[config.mk]
export PLATFORM = sky130hd
export DESIGN_NAME = ptc_cal_regs
export DESIGN_NICKNAME = d
export VERILOG_FILES = /design/src/rtl/ptc_pkg.sv /design/src/rtl/ptc_cal_regs.sv
export SDC_FILE = /design/constraint.sdc
export NUM_CORES = 1
export LEC_CHECK = 0
export ABC_CLOCK_PERIOD_IN_PS = 2500
export BUFFER_PORTS_ARGS = -buffer_cell sky130_fd_sc_hd__buf_4
export CAP_MARGIN = 20
export CORE_MARGIN = 8
export CORE_UTILIZATION = 45
export DETAILED_ROUTE_END_ITERATION = 7
export PLACE_DENSITY_LB_ADDON = 0.3
export SLEW_MARGIN = 20
export SYNTH_ARGS = -nofsm -noshare
export SYNTH_HDL_FRONTEND = slang
export SYNTH_SLANG_ARGS = --single-unit
[constraint.sdc]
create_clock -name i_clk -period 2.5 [get_ports i_clk]
set_input_delay 0.5 -clock i_clk [delete_from_list [all_inputs] [get_ports i_clk]]
set_output_delay 0.5 -clock i_clk [all_outputs]
set_load 0.01 [all_outputs]
[src/rtl/ptc_pkg.sv]
// ----------------------------------------------------------------------------
// Pressure/temperature compensation package
// Shared widths, constants, calibration register codes and the calibration
// word bundle.
// ----------------------------------------------------------------------------
package ptc_pkg;

    localparam int RAW_W      = 24;
    localparam int CAL_W      = 16;
    localparam int CAL_IDX_W  = 3;
    localparam int TEMP_OUT_W = 19;
    localparam int PRES_OUT_W = 32;

    localparam int PIPE_DEPTH = 9;
    localparam int OCC_W      = $clog2(PIPE_DEPTH + 1);

    // 20.00 degrees in hundredths, at the width of the first-order temperature.
    localparam logic signed [19:0] TEMP_BASE = 20'sd2000;

    localparam logic signed [TEMP_OUT_W-1:0] TEMP_OUT_MAX = {1'b0, {(TEMP_OUT_W-1){1'b1}}};
    localparam logic signed [TEMP_OUT_W-1:0] TEMP_OUT_MIN = {1'b1, {(TEMP_OUT_W-1){1'b0}}};

    typedef enum logic [CAL_IDX_W-1:0] {
        CAL_SENSITIVITY_BASE       = 3'd0,
        CAL_OFFSET_BASE            = 3'd1,
        CAL_SENSITIVITY_TEMP_COEFF = 3'd2,
        CAL_OFFSET_TEMP_COEFF      = 3'd3,
        CAL_REFERENCE_TEMP         = 3'd4,
        CAL_TEMP_COEFF             = 3'd5
    } t_cal_idx;

    typedef struct packed {
        logic [CAL_W-1:0] sensitivity_base;
        logic [CAL_W-1:0] offset_base;
        logic [CAL_W-1:0] sensitivity_temp_coeff;
        logic [CAL_W-1:0] offset_temp_coeff;
        logic [CAL_W-1:0] reference_temp;
        logic [CAL_W-1:0] temp_coeff;
    } t_cal;

endpackage

[src/rtl/ptc_cal_regs.sv]
// ----------------------------------------------------------------------------
// Calibration register file
// Holds the six calibration words; writes to unused indexes are dropped.
// ----------------------------------------------------------------------------
module ptc_cal_regs (
    input  logic                          i_clk,
    input  logic                          i_rst_n,
    input  logic                          i_cfg_we,
    input  logic [ptc_pkg::CAL_IDX_W-1:0] i_cfg_idx,
    input  logic [ptc_pkg::CAL_W-1:0]     i_cfg_data,
    output ptc_pkg::t_cal                 o_cal
);
    import ptc_pkg::*;

    t_cal r_cal;
    t_cal n_cal;

    always_comb begin
        n_cal = r_cal;
        if (i_cfg_we) begin
            unique case (t_cal_idx'(i_cfg_idx))
                CAL_SENSITIVITY_BASE:       n_cal.sensitivity_base       = i_cfg_data;
                CAL_OFFSET_BASE:            n_cal.offset_base            = i_cfg_data;
                CAL_SENSITIVITY_TEMP_COEFF: n_cal.sensitivity_temp_coeff = i_cfg_data;
                CAL_OFFSET_TEMP_COEFF:      n_cal.offset_temp_coeff      = i_cfg_data;
                CAL_REFERENCE_TEMP:         n_cal.reference_temp         = i_cfg_data;
                CAL_TEMP_COEFF:             n_cal.temp_coeff             = i_cfg_data;
                default:                    n_cal = r_cal;
            endcase
        end
    end

    always_ff @(posedge i_clk) begin
        if (!i_rst_n) begin
            r_cal <= '0;
        end else begin
            r_cal <= n_cal;
        end
    end

    assign o_cal = r_cal;

endmodule

==> results_dict.tcl, run 1 <==
set metrics [dict create \
    critPathCaptureType "flop" \
    synth_fp_nets 356 \
    clk_latency_ns 0.35 \
    syn_avg_cell_area_um2 10.5 \
    stdcell_count 552 \
    routed_wl_um 9070 \
    dpl.hpwl_um 6610 \
    fp.coreArea_mm2 0.00761 \
    cts_root_buf "clkbuf_8" \
    rsz0062_at_grt "no" \
    powerDensity_mw_per_mm2 594 \
    syn_area_mm2 0.00349 \
    pre_cts_ws_ns 0.513 \
    ioPinCount 118 \
    fin_skew_ns 0 \
    drt_iter0_drc 55 \
    drcViolationCount 0 \
    grt_pass1_wl_um 14500 \
    die-area_mm2 0.0108 \
    overflow 0 \
    irDropWorstVdd_mv 0.346 \
    largest_register_ffs 96 \
    synth_top_area_cell "dfxtp_1" \
    post_cts_resized 0 \
    synth_top_area_share 0.550 \
    start_util 0.459 \
    final_cell_mix "buf_4 (123), nand2_1 (112), mux2i_1 (96), dfxtp_1 (96), clkbuf_8 (11)" \
    crit_path_max_fanout 16 \
    die_w_um 104 \
    worst_pin_slew_ns 0.937 \
    layout-drive-gt1-share 0.311 \
    cts_hold_buf 0 \
    grt_max_degree 42 \
    clock-sinks 96 \
    nets 467 \
    startpoint_type "input pin" \
    synth_warnings 0 \
    critical_path_class "in -> reg" \
    finalCritPeriodShare 0.658 \
    min_period_ns 1.64 \
    vias_per_cell 4.82 \
    min_path_type "reg -> reg" \
    wl_per_cell_um 16.4 \
    die_h_um 104 \
    maxCapViolations 0 \
    finalSetupViolCount 0 \
    drt_pass1_iterations 4 \
    fillers 673 \
    diodes 0 \
    relSlewSlack 0.375 \
    hold_violations 0 \
    drtAntennaViolNets 0 \
    grt_pass1_vias 2816 \
    clk_pin_slew_ns 0.09 \
    status "finished clean" \
    seq_area_mm2 0.00192 \
    max-clock-path-buffers 2 \
    arrival_ns 1.84 \
    cts_tree "built" \
    fmax_mhz 608 \
    grtUsageTotal 0.166 \
    reg2regPathDepth 2 \
    power_w 0.00274 \
    synth.distinct_cells 13 \
    p_leak_nw 2.44 \
    vias 2661 \
    numCtsBuffers 9 \
    cts_setup_buffers 0 \
    dp.cells 536 \
    antenna_found_initial 0 \
    synth_seq_cells 96 \
    syn_inst 334 \
    port_buffers 117 \
    finalSetupTns_ns 0 \
    hold_depth 2 \
    setup_ws_ns 0.855 \
    slew_viol_final 0 \
    globalplace.congestion 0.734 \
    critPathRequiredTime_ns 2.69 \
    multi_input_area_mm2 0.00144 \
    ys_seq_area_frac 0.550 \
    areaGrowthSynthToFinish_pct 32.2 \
    cts_max_level 3 \
    rows 32 \
    final_common_cell "buf_4" \
    synth_area_leaders "dfxtp_1 (55%), mux2i_1 (27%), nand2_1 (12%), buf_2 (1.3%), clkbuf_1 (1.2%)" \
]
[final timing paths]
path / startpoint / to / slack (ns)
worst max-delay path: i_cfg_idx[1] / o_cal[89]$_SDFFE_PN0P_ / 0.86
worst min-delay path: o_cal[29]$_SDFFE_PN0P_ / o_cal[29]$_SDFFE_PN0P_ / 0.46
worst max register to register: o_cal[51]$_SDFFE_PN0P_ / o_cal[51]$_SDFFE_PN0P_ / 1.86
worst min register to register: o_cal[29]$_SDFFE_PN0P_ / o_cal[29]$_SDFFE_PN0P_ / 0.46
[critical path: stages]
cell     delay (ns)
buf_4          0.13
or4b_1         0.96
mux2i_1        0.24
[layer usage]
metal,vias up,share of wire,global-route usage
met4,0,0.012,0.0589
met2,83,0.48,0.275
li1,1323,-,-
met5,-,0,0
met3,10,0.064,0.0576
met1,1245,0.45,0.194
[cells by family after synthesis]
logic type             Yosys count  synth area share
and+or+nand+nor                118             0.138
muxes                           96             0.275
buffers and inverters           24            0.0369
DFF                             96             0.550
[layout make-up]
cell class                 count  area share
sequential                    96       0.416
multi-input combinational    214       0.312
timing repair buffer         124       0.204
clock buffer                  12      0.0336
tap                          102      0.0276
clock inverter                 4     0.00623
[stage by stage]
stage	hold WS (ns)	utilization	area, µm²
after floorplan	0.479	-	3490
after global placement	0.443	0.583	4440
after detailed placement	0.448	0.583	4440
after CTS	0.462	0.607	4620
after global routing	0.481	0.607	4620
final	0.461	0.607	4620
[synthesized netlist by cell type, drive strengths merged]
library cell	instances
nand2	112
dfxtp	96
mux2i	96
buf	13
clkbuf	11
nand4b	2
nand4bb	2
and4bb	1
or4b	1
[report_power, final]
part / leakage, nW / switching [W] / total [W] / internal [W]
combinational: 1.57 / 0.000126 / 0.000230 / 0.000104
clock: 0.0886 / 0.000516 / 0.000933 / 0.000417
sequential: 0.777 / 0.0000195 / 0.00158 / 0.00156
Note: power is estimated with default switching activity, not from simulation.
==> run 2: changes to the inputs <==
Settings changed: ABC_CLOCK_PERIOD_IN_PS 2500 to 1300.
Clock period 2.5 ns to 1.3 ns, I/O delays scaled along.
==> run 2 against run 1 <==
  * Count of clock-buffer cells in the layout did not move
  * Combinational power rose by 110%
  * Die area did not move
  * Non-clock buffer count rose by 5
  * First-iteration DRC count fell by 7.3%
  * Sequential power rose by 92%
  * Flip-flop and latch count did not move
==> results_dict.tcl, run 2 (synthesized netlist as in run 1, its figures left out) <==
set metrics [dict create \
    status "finished clean" \
    drt_iter0_drc 51 \
    min_to "o_cal[72]$_SDFFE_PN0P_" \
    finalCritPeriodShare 0.863 \
    finalSetupTns_ns 0 \
    switching_share 0.221 \
    critPathCaptureType "output port" \
    ioPinCount 118 \
    die_w_um 104 \
    startpoint_type "flop" \
    min_path_type "in -> reg" \
    grt_pass1_wl_um 14800 \
    multi_input_area_mm2 0.00145 \
    clk_latency_ns 0.35 \
    power_w 0.00568 \
    crit_family "flip-flops" \
    diodes 0 \
    clkPwrFrac 0.381 \
    min_period_ns 1.12 \
    seqPwrFrac 0.535 \
    drt_pass1_iterations 5 \
    relSlewSlack 0.799 \
    globalplace.congestion 0.728 \
    wl_per_cell_um 16.4 \
    routed_wl_um 9140 \
    cts_root_buf "clkbuf_8" \
    post_cts_resized 0 \
    dpl.hpwl_um 6800 \
    r2r_start "o_cal[51]$_SDFFE_PN0P_" \
    dpl_cell_area_mm2 0.00457 \
    reg2regPathDepth 2 \
    vias_per_cell 4.87 \
    slew_viol_final 0 \
    vias 2712 \
    critical_path_class "reg -> out" \
    overflow 0 \
    port_buffers 117 \
    hold_depth 3 \
    maxCapViolations 0 \
    p_switching_w 0.00126 \
    finalSetupViolCount 0 \
    cts_max_level 3 \
    critPathRequiredTime_ns 1.04 \
    fp.coreArea_mm2 0.00761 \
    largest_register_ffs 96 \
    hold_ws_ns 0.273 \
    critPathBufInv 1 \
    reg2reg_slack_ns 0.68 \
    grtUsageTotal 0.169 \
    critPathSlowestCell "dfxtp_1" \
    layout-drive-gt1-share 0.321 \
    drtAntennaViolNets 0 \
    fin_skew_ns 0 \
    grt_max_degree 33 \
    fmax_mhz 891 \
    powerDensity_mw_per_mm2 1180 \
    max-clock-path-buffers 2 \
    r2r-end "o_cal[51]$_SDFFE_PN0P_" \
    fillers 650 \
    worst_pin_slew_ns 0.302 \
    irDropWorstVdd_mv 0.641 \
    pwr-share-comb 0.083 \
    hold_start "i_rst_n" \
    crit_path_max_fanout 2 \
    die-area_mm2 0.0108 \
    grt_pass1_vias 2818 \
    path_cells "buf_4" \
    p_leak_nw 2.52 \
    rsz0062_at_grt "no" \
    fin_area_mm2 0.00480 \
    final_common_cell "buf_4" \
    rows 32 \
    clock-sinks 96 \
    final_cell_mix "buf_4 (121), nand2_1 (112), mux2i_1 (96), dfxtp_1 (96), clkbuf_8 (11)" \
    cts_hold_buf 0 \
    arrival_ns 0.86 \
    internal-power_w 0.00442 \
    clk_pin_slew_ns 0.09 \
    cp_slowest_stage_delay_ns 0.37 \
    antenna_found_initial 0 \
    hold_violations 0 \
    cts_tree "built" \
    areaGrowthSynthToFinish_pct 37.3 \
    cts_setup_buffers 0 \
    seq_area_mm2 0.00192 \
    start_util 0.459 \
    die_h_um 104 \
    numCtsBuffers 9 \
    drcViolationCount 0 \
    nets 472 \
]
==> run 2: power by group through the flow <==
stage / Combinational [W] / Sequential, W / Clock [W]
4_1_cts: 0.000482 / 0.00304 / 0.00221
6_report: 0.000473 / 0.00304 / 0.00217
2_1_floorplan: 0.000200 / 0.00313 / 0
5_1_grt: 0.000511 / 0.00305 / 0.00234
3_5_place_dp: 0.000481 / 0.00311 / 0
3_3_place_gp: 0.000472 / 0.00311 / 0
==> run 2: worst max-delay path by stage <==
stage / depth (start not counted) / start / endpoint / slack [ns]
floorplan: 4 / i_cfg_idx[1] / o_cal[89]$_SDFFE_PN0P_ / 0.006
global placement: 3 / i_cfg_idx[1] / o_cal[93]$_SDFFE_PN0P_ / -0.09
detailed placement: 3 / i_cfg_idx[1] / o_cal[83]$_SDFFE_PN0P_ / -0.12
CTS: 1 / o_cal[46]$_SDFFE_PN0P_ / o_cal[46] / 0.16
global route: 1 / o_cal[94]$_SDFFE_PN0P_ / o_cal[94] / 0.12
finish: 1 / o_cal[46]$_SDFFE_PN0P_ / o_cal[46] / 0.18
==> run 2: area by class of cell <==
cell class	instances	share of cell area
multi-input cells	214	0.302
well taps	102	0.0266
clock inverters	4	0.0159
repair buffers	129	0.223
flip-flops and latches	96	0.401
clock buffers	12	0.0323
==> run 2: stage by stage <==
| step | std cells | utilization | setup slack (ns) |
|---|---|---|---|
| after floorplan | 334 | - | 0.00574 |
| after global placement | 541 | 0.600 | -0.0920 |
| after CTS | 557 | 0.631 | 0.157 |
| final | 557 | 0.631 | 0.178 |
| after detailed placement | 541 | 0.600 | -0.122 |
| after global routing | 557 | 0.631 | 0.124 |
==> run 2: tightest hold or removal path, cell delays in order <==
cell and delay (ns):
buf_4 0.18, nand2_1 0.08, mux2i_1 0.05
==> run 2: routing by layer <==
metal,GRT usage,share of wire
met5,0,0
met4,0.0776,0.026
met2,0.277,0.48
met1,0.189,0.42
met3,0.0651,0.076
